File: config.mk
export PLATFORM = sky130hd
export DESIGN_NAME = spgb_wrap
export DESIGN_NICKNAME = d
export VERILOG_FILES = /design/src/rtl/core/spgb_pkg.sv /design/src/rtl/core/spgb_wrap.sv
export SDC_FILE = /design/constraint.sdc
export NUM_CORES = 1
export LEC_CHECK = 0
export BUFFER_PORTS_ARGS = -buffer_cell sky130_fd_sc_hd__buf_4
export CAP_MARGIN = 15
export CORE_MARGIN = 2
export CORE_UTILIZATION = 29
export DETAILED_ROUTE_END_ITERATION = 8
export PLACE_DENSITY = 0.8
export SYNTH_ARGS = -nofsm -noshare
export SYNTH_HDL_FRONTEND = slang
export SYNTH_SLANG_ARGS = --single-unit
File: constraint.sdc
create_clock -name vclk -period 2.2
set_input_delay 0.44 -clock vclk [all_inputs]
set_output_delay 0.44 -clock vclk [all_outputs]
set_load 0.03 [all_outputs]
File: src/rtl/core/spgb_pkg.sv
`default_nettype none

package spgb_pkg;

   // Widths of the fields on the two channels.
   localparam int ID_W     = 8;
   localparam int POS_W    = 16;
   localparam int STORED_W = 15;
   localparam int Z_W      = 12;
   localparam int TILE_W   = 7;
   localparam int CELL_W   = 2 * TILE_W;

   // Number of grid cells and of distinct entity codes.
   localparam int CELL_COUNT = 1 << CELL_W;
   localparam int ID_SPAN    = 1 << ID_W;

   // Tile limits and the coordinates that out-of-range tiles wrap to.
   localparam logic [7:0]          X_TILE_MAX = 8'h7f;
   localparam logic [7:0]          Y_TILE_MAX = 8'h5f;
   localparam logic [STORED_W-1:0] X_LOW_WRAP = 15'h7e00;
   localparam logic [STORED_W-1:0] Y_LOW_WRAP = 15'h5e00;
   localparam logic [STORED_W-1:0] HIGH_WRAP  = 15'h0200;

   // One entry of the entity memory.
   typedef struct packed {
      logic [ID_W-1:0]   link_next;
      logic [ID_W-1:0]   link_prev;
      logic [CELL_W-1:0] home_cell;
      logic              linked;
   } entity_rec_type;

   localparam int REC_W = $bits(entity_rec_type);

   // Bit masks for writes that touch a single field of an entry.
   localparam entity_rec_type REC_ALL_MASK  = '{link_next: '1, link_prev: '1,
                                                home_cell: '1, linked: 1'b1};
   localparam entity_rec_type REC_NEXT_MASK = '{link_next: '1, link_prev: '0,
                                                home_cell: '0, linked: 1'b0};
   localparam entity_rec_type REC_PREV_MASK = '{link_next: '0, link_prev: '1,
                                                home_cell: '0, linked: 1'b0};

endpackage

`default_nettype wire

File: src/rtl/core/spgb_wrap.sv
`default_nettype none

module spgb_wrap import spgb_pkg::*; (
   input  wire logic signed [POS_W-1:0] x_pos,
   input  wire logic signed [POS_W-1:0] y_pos,
   input  wire logic [POS_W-1:0]        z_pos,
   output logic [STORED_W-1:0]          x_stored,
   output logic [STORED_W-1:0]          y_stored,
   output logic [Z_W-1:0]               z_stored,
   output logic [CELL_W-1:0]            new_cell
);

   logic [7:0] x_tile;
   logic [7:0] y_tile;
   logic       x_low;
   logic       x_high;
   logic       y_low;
   logic       y_high;

   // The tile is the high byte, taken as a signed value.
   assign x_tile = x_pos[POS_W-1:POS_W-8];
   assign y_tile = y_pos[POS_W-1:POS_W-8];

   // A tile below one or at the top limit or beyond wraps to a fixed coordinate.
   assign x_low  = x_tile[7] || (x_tile == '0);
   assign x_high = !x_tile[7] && (x_tile >= X_TILE_MAX);
   assign y_low  = y_tile[7] || (y_tile == '0);
   assign y_high = !y_tile[7] && (y_tile >= Y_TILE_MAX);

   always_comb begin
      priority if (x_low) begin
         x_stored = X_LOW_WRAP;
      end else if (x_high) begin
         x_stored = HIGH_WRAP;
      end else begin
         x_stored = x_pos[STORED_W-1:0];
      end

      priority if (y_low) begin
         y_stored = Y_LOW_WRAP;
      end else if (y_high) begin
         y_stored = HIGH_WRAP;
      end else begin
         y_stored = y_pos[STORED_W-1:0];
      end
   end

   assign z_stored = z_pos[Z_W-1:0];

   // The cell index is the y tile over the x tile, seven bits each.
   assign new_cell = {y_stored[STORED_W-1:STORED_W-TILE_W],
                      x_stored[STORED_W-1:STORED_W-TILE_W]};

endmodule

`default_nettype wire

After elaboration in Yosys (flattened, before gate mapping) --
Index checks and enable logic that the tools add are counted.
Cells by class: add/sub/neg operators 0, multiply operators 0, divide/modulo/power cells 0, magnitude comparators 2, equal/unequal tests 0, shift operators 0, multiplexer cells 4, bitwise logic cells 0, reduce and logical (&&, ||, !) cells 8
Operators with widths (number):
- $mux 15 | 4
- $ge 8x7->1 const B | 2
- $logic_not 8->1 | 2
- $logic_and 1x1->1 | 2
- $logic_not 1->1 | 2
- $logic_or 1x1->1 | 2
Word-level totals: flip-flop bits (word level) 0, latch bits 0, bits in writable memories 0, bits in read-only memories 0, input bits 48, memories kept 0

Depth between registers and ports, before layout --
word-level depth 4, depth in mapped cells 6, gate-level depth less buffers 3

Worst setup path before layout --
Ideal clock, no wire load.
path kind in2out, from in y_pos[10], to out y_stored[12], arrival 2.574 ns, data required time 1.760 ns, slack -0.814 ns, stages 3, cell sequence or4_1 o311ai_0 buf_4
Between the ends: word-level cells in the longest chain between the ends 4, elaborated cells between the ends (all ways) 6
RTL lines:
- start, declared | RTL line spgb_wrap.sv:5 | input wire logic signed [POS_W-1:0] y_pos,
- $ge 8x7->1 | RTL line spgb_wrap.sv:28 | assign y_high = !y_tile[7] && (y_tile >= Y_TILE_MAX);
- $logic_and 1x1->1 | RTL line spgb_wrap.sv:28
- $mux 15 | RTL line spgb_wrap.sv:41 | end else if (y_high) begin
- $mux 15 * | RTL line spgb_wrap.sv:39 | priority if (y_low) begin
- end, declared | RTL line spgb_wrap.sv:8 | output logic [STORED_W-1:0] y_stored,
Every way passes the cells marked *; elsewhere a longest branch is shown, timed or not.

Final worst setup path --
from in y_pos[10], to out y_stored[11]
Same word-level chain as after synthesis.

==> report_table.html <==
<table>
<tr><th>Metric</th><th>Value</th></tr>
<tr><th colspan="2">Run status</th></tr>
<tr><td>Run status</td><td>finished, violations left</td></tr>
<tr><td>Violations in the final reports</td><td>negative setup slack</td></tr>
<tr><th colspan="2">Power</th></tr>
<tr><td>Leakage</td><td>0.0005756 uW</td></tr>
<tr><td>Proportion of power drawn by flip-flops and latches</td><td>0%</td></tr>
<tr><td>Maximum vdd ir drop</td><td>0.1445 mV</td></tr>
<tr><td>Share of total power in the clock network</td><td>0%</td></tr>
<tr><td>Net Switching</td><td>183.9 uW</td></tr>
<tr><td>Combinational fraction of design power</td><td>100.0%</td></tr>
<tr><td>Internal power contribution</td><td>140.6 uW</td></tr>
<tr><td>Power density over the cells</td><td>263.0 nW/um2</td></tr>
<tr><td>Switch share</td><td>56.67%</td></tr>
<tr><th colspan="2">Yosys</th></tr>
<tr><td>Number of distinct standard cells referenced by the synthesized netlist</td><td>28</td></tr>
<tr><td>YS warnings</td><td>0</td></tr>
<tr><td>Synth area leaders</td><td>buf_4 26%, a32o_1 12%, nor3b_1 10%</td></tr>
<tr><td>Adder and majority cell fraction of the synthesized area</td><td>0%</td></tr>
<tr><td>Proportion of netlist area held by the largest area contributor</td><td>25.91%</td></tr>
<tr><td>Post-synthesis instance total</td><td>108</td></tr>
<tr><td>Cell type with the highest aggregate area in the netlist</td><td>buf_4</td></tr>
<tr><td>Share of synthesized area occupied by flip-flops and latches</td><td>0%</td></tr>
<tr><td>Mux cell area share after synthesis</td><td>0%</td></tr>
<tr><td>Netlist Area Pre-Place</td><td>753.2 um2</td></tr>
<tr><td>Mapped Nets</td><td>around 160</td></tr>
<tr><td>Most frequent cell after synthesis</td><td>buf_4</td></tr>
<tr><td>Top post-synthesis cells by count</td><td>26 x buf_4, 10 x nor3b_1, 9 x a32o_1</td></tr>
<tr><td>Xor/xnor share of the synthesized area</td><td>0%</td></tr>
<tr><td>Largest family of logic cells by synthesized area</td><td>simple AND/OR/NAND/NOR gates</td></tr>
<tr><td>Post-Synth Simple-Gate Area</td><td>40.86%</td></tr>
<tr><td>Share of the synthesized area in compound gates (AO/OA/AOI/OAI)</td><td>a little over a quarter</td></tr>
<tr><td>Avg Synthesized Cell Area</td><td>6.974 um2</td></tr>
<tr><th colspan="2">Floorplan</th></tr>
<tr><td>Overall die height</td><td>54.97 um</td></tr>
<tr><td>Number of placement rows</td><td>18</td></tr>
<tr><td>Area of the die</td><td>3021 um2</td></tr>
<tr><td>IO Count</td><td>104</td></tr>
<tr><td>Horizontal extent of the die</td><td>54.97 um</td></tr>
<tr><td>Core Footprint</td><td>2477 um2</td></tr>
<tr><td>Initial core utilization</td><td>30.40%</td></tr>
<tr><th colspan="2">Min path</th></tr>
<tr><td>End of the worst hold path</td><td>z_stored[4]</td></tr>
<tr><td>Number of stages on the worst hold path</td><td>0</td></tr>
<tr><td>Startpoint of the worst hold path</td><td>z_pos[4]</td></tr>
<tr><td>Worst hold path class</td><td>in -&gt; out</td></tr>
<tr><th colspan="2">Placed design</th></tr>
<tr><td>Worst slack after detailed placement</td><td>-0.2137 ns</td></tr>
<tr><td>Count of buffers from port buffering</td><td>76</td></tr>
<tr><td>Half-perimeter wire length after detailed placement</td><td>2221 um</td></tr>
<tr><td>Number of placed instances, taps included</td><td>between 150 and 200</td></tr>
<tr><td>Placed standard-cell area</td><td>1175 um2</td></tr>
<tr><td>Gp weighted congestion</td><td>~0.8</td></tr>
<tr><th colspan="2">Routing</th></tr>
<tr><td>First-pass iteration count of the detailed router</td><td>4</td></tr>
<tr><td>Violation count after the first detailed-route iteration</td><td>14</td></tr>
<tr><td>Via count</td><td>1035</td></tr>
<tr><td>Average routed wire per standard cell</td><td>roughly 15 um</td></tr>
<tr><td>Met1 WL</td><td>1086 um</td></tr>
<tr><td>Total wire length after detailed routing</td><td>roughly 2800 um</td></tr>
<tr><td>Highest Signal Layer</td><td>met4</td></tr>
<tr><td>ANT nets after route</td><td>0</td></tr>
<tr><td>Remaining routing DRC violations</td><td>0</td></tr>
<tr><td>Via/cell ratio</td><td>5.595</td></tr>
<tr><td>Length of routed met2 wiring</td><td>around 1600 um</td></tr>
<tr><td>Routed length on met3</td><td>roughly 130 um</td></tr>
<tr><th colspan="2">Timing</th></tr>
<tr><td>Max Transition Viols Final</td><td>0</td></tr>
<tr><td>RSZ-0062 raised after global routing</td><td>true</td></tr>
<tr><td>Crit share post-route</td><td>108.1%</td></tr>
<tr><td>Worst hold margin</td><td>0.8800 ns</td></tr>
<tr><td>Worst rel slew slack</td><td>a little over three fifths</td></tr>
<tr><td>Final-report setup violation count</td><td>16</td></tr>
<tr><td>Max Clk Rate</td><td>0.4204 GHz</td></tr>
<tr><td>Slew @ Worst Pin</td><td>0.5558 ns</td></tr>
<tr><td>Least setup slack across all paths after layout</td><td>-0.1785 ns</td></tr>
<tr><td>Hold Fails Final Rpt</td><td>0</td></tr>
<tr><td>Time the worst path needs with I/O delays and setup</td><td>2.378 ns</td></tr>
<tr><th colspan="2">Job</th></tr>
<tr><td>Count of max-cap constraint violations</td><td>0</td></tr>
<tr><th colspan="2">GRT</th></tr>
<tr><td>Number of antenna violations at the first check in global routing</td><td>0</td></tr>
<tr><td>Maximum number of pins on one net before global-route repair</td><td>19</td></tr>
<tr><td>Vias in the first global route</td><td>904</td></tr>
<tr><td>Global routing usage summed across all routing layers</td><td>16.95%</td></tr>
<tr><td>Global-route wire length before repair</td><td>between 3000 and 4000 um</td></tr>
<tr><td>Leftover overflow at the end of global routing</td><td>0</td></tr>
<tr><th colspan="2">Layout</th></tr>
<tr><td>Finished Layout Cells</td><td>185</td></tr>
<tr><td>Post-synthesis to final-layout area growth</td><td>63.79%</td></tr>
<tr><td>Antenna fix cells</td><td>0</td></tr>
<tr><td>Clock buffer cells</td><td>0</td></tr>
<tr><td>Post-route cell area</td><td>1234 um2</td></tr>
<tr><td>Combined flip-flop and latch cell area</td><td>0 um2</td></tr>
<tr><td>Number of sequential storage elements</td><td>0</td></tr>
<tr><td>Fraction of final layout cells sized beyond drive strength 1</td><td>about three fifths</td></tr>
<tr><td>Number of nets in the final layout</td><td>205</td></tr>
<tr><th colspan="2">Worst setup path</th></tr>
<tr><td>Setup crit start kind</td><td>input port</td></tr>
<tr><td>Worst path required time</td><td>approximately 1.8 ns</td></tr>
<tr><td>Nature of the critical path endpoint</td><td>output port</td></tr>
<tr><td>Arrival time at the worst endpoint</td><td>roughly 1.9 ns</td></tr>
<tr><td>Startpoint-to-endpoint class of the critical path</td><td>in -&gt; out</td></tr>
<tr><td>Largest fanout of any net on the critical path</td><td>6</td></tr>
<tr><th colspan="2">Clocking</th></tr>
<tr><td>Number of hold buffers added after CTS</td><td>0</td></tr>
<tr><td>Buffer count from post-CTS setup fixing</td><td>0</td></tr>
</table>
-- worst max-delay path, stage by stage --
cell and delay [ns]:
buf_6 0.09, or4_4 0.53, or3_4 0.39, o211ai_1 0.27, buf_4 0.21
-- layout make-up --
type                       count  area (um2)
multi-input combinational     71       539.3
inverter                       4       15.01
timing repair buffer          80       641.9
tap                           30       37.54
fill                         244        1244
-- cells in the final DEF (no fill, tap or decap) --
master and instances:
nor2b_1 1, a21oi_2 1, nor2_2 1, nor3b_1 9, nand4_1 4, or4_4 1, inv_1 4, o311ai_1 1
a32o_1 3, o21bai_1 2, or3_4 2, a31o_2 1, a21o_1 1, nor4b_1 8, nand3_1 2, or2_2 2
buf_6 11, o21ai_0 3, o211ai_1 3, nand3b_1 3, nor3b_2 1, and2_1 1, nor3_1 4, nor2_1 1
nor4_1 1, and3_1 1, nand2b_1 2, a21oi_1 5, buf_4 69, a32o_2 6, and4_1 1
-- layer usage --
layer	vias up	GRT usage (%)
li1	487	-
met1	508	21.68
met2	30	29.96
met3	10	1.344
met4	0	5.285
met5	-	0
-- through the flow --
stage                     total power [uW]  TNS [ns]  util (%)
final                                324.4    -1.835     49.80
after global placement               305.2    -2.645     47.42
after floorplan                      230.2    -3.386         -
after detailed placement             312.0    -2.872     47.42
after CTS                            322.1    -2.145     49.39
after global routing                 343.1    -2.431     49.80
-- kinds of logic after synthesis --
logic type             count (synthesis)
buffers and inverters                 38
AOI/OAI and AO/OA                     26
and+or+nand+nor                       44
-- power groups by stage --
stage,sequential (uW),combinational (uW),clock (uW)
global route,0,343,0
detailed placement,0,312,0
CTS,0,322,0
floorplan,0,230,0
global placement,0,305,0
finish,0,324,0
-- repair_timing --
item	in CTS	in global routing
gates resized for setup	11	3
pin swaps	5	4
setup endpoints to repair	16	18
cloned	1	0
-- how the worst max path moves through the flow --
| stage | start | endpoint |
|---|---|---|
| after floorplan | y_pos[10] | y_stored[10] |
| after global placement | y_pos[10] | new_cell[10] |
| after detailed placement | y_pos[10] | y_stored[11] |
| after CTS | y_pos[10] | y_stored[11] |
| after global routing | y_pos[10] | y_stored[10] |
| final | y_pos[10] | y_stored[11] |
No activity file was read; power rests on OpenSTA's default activity.
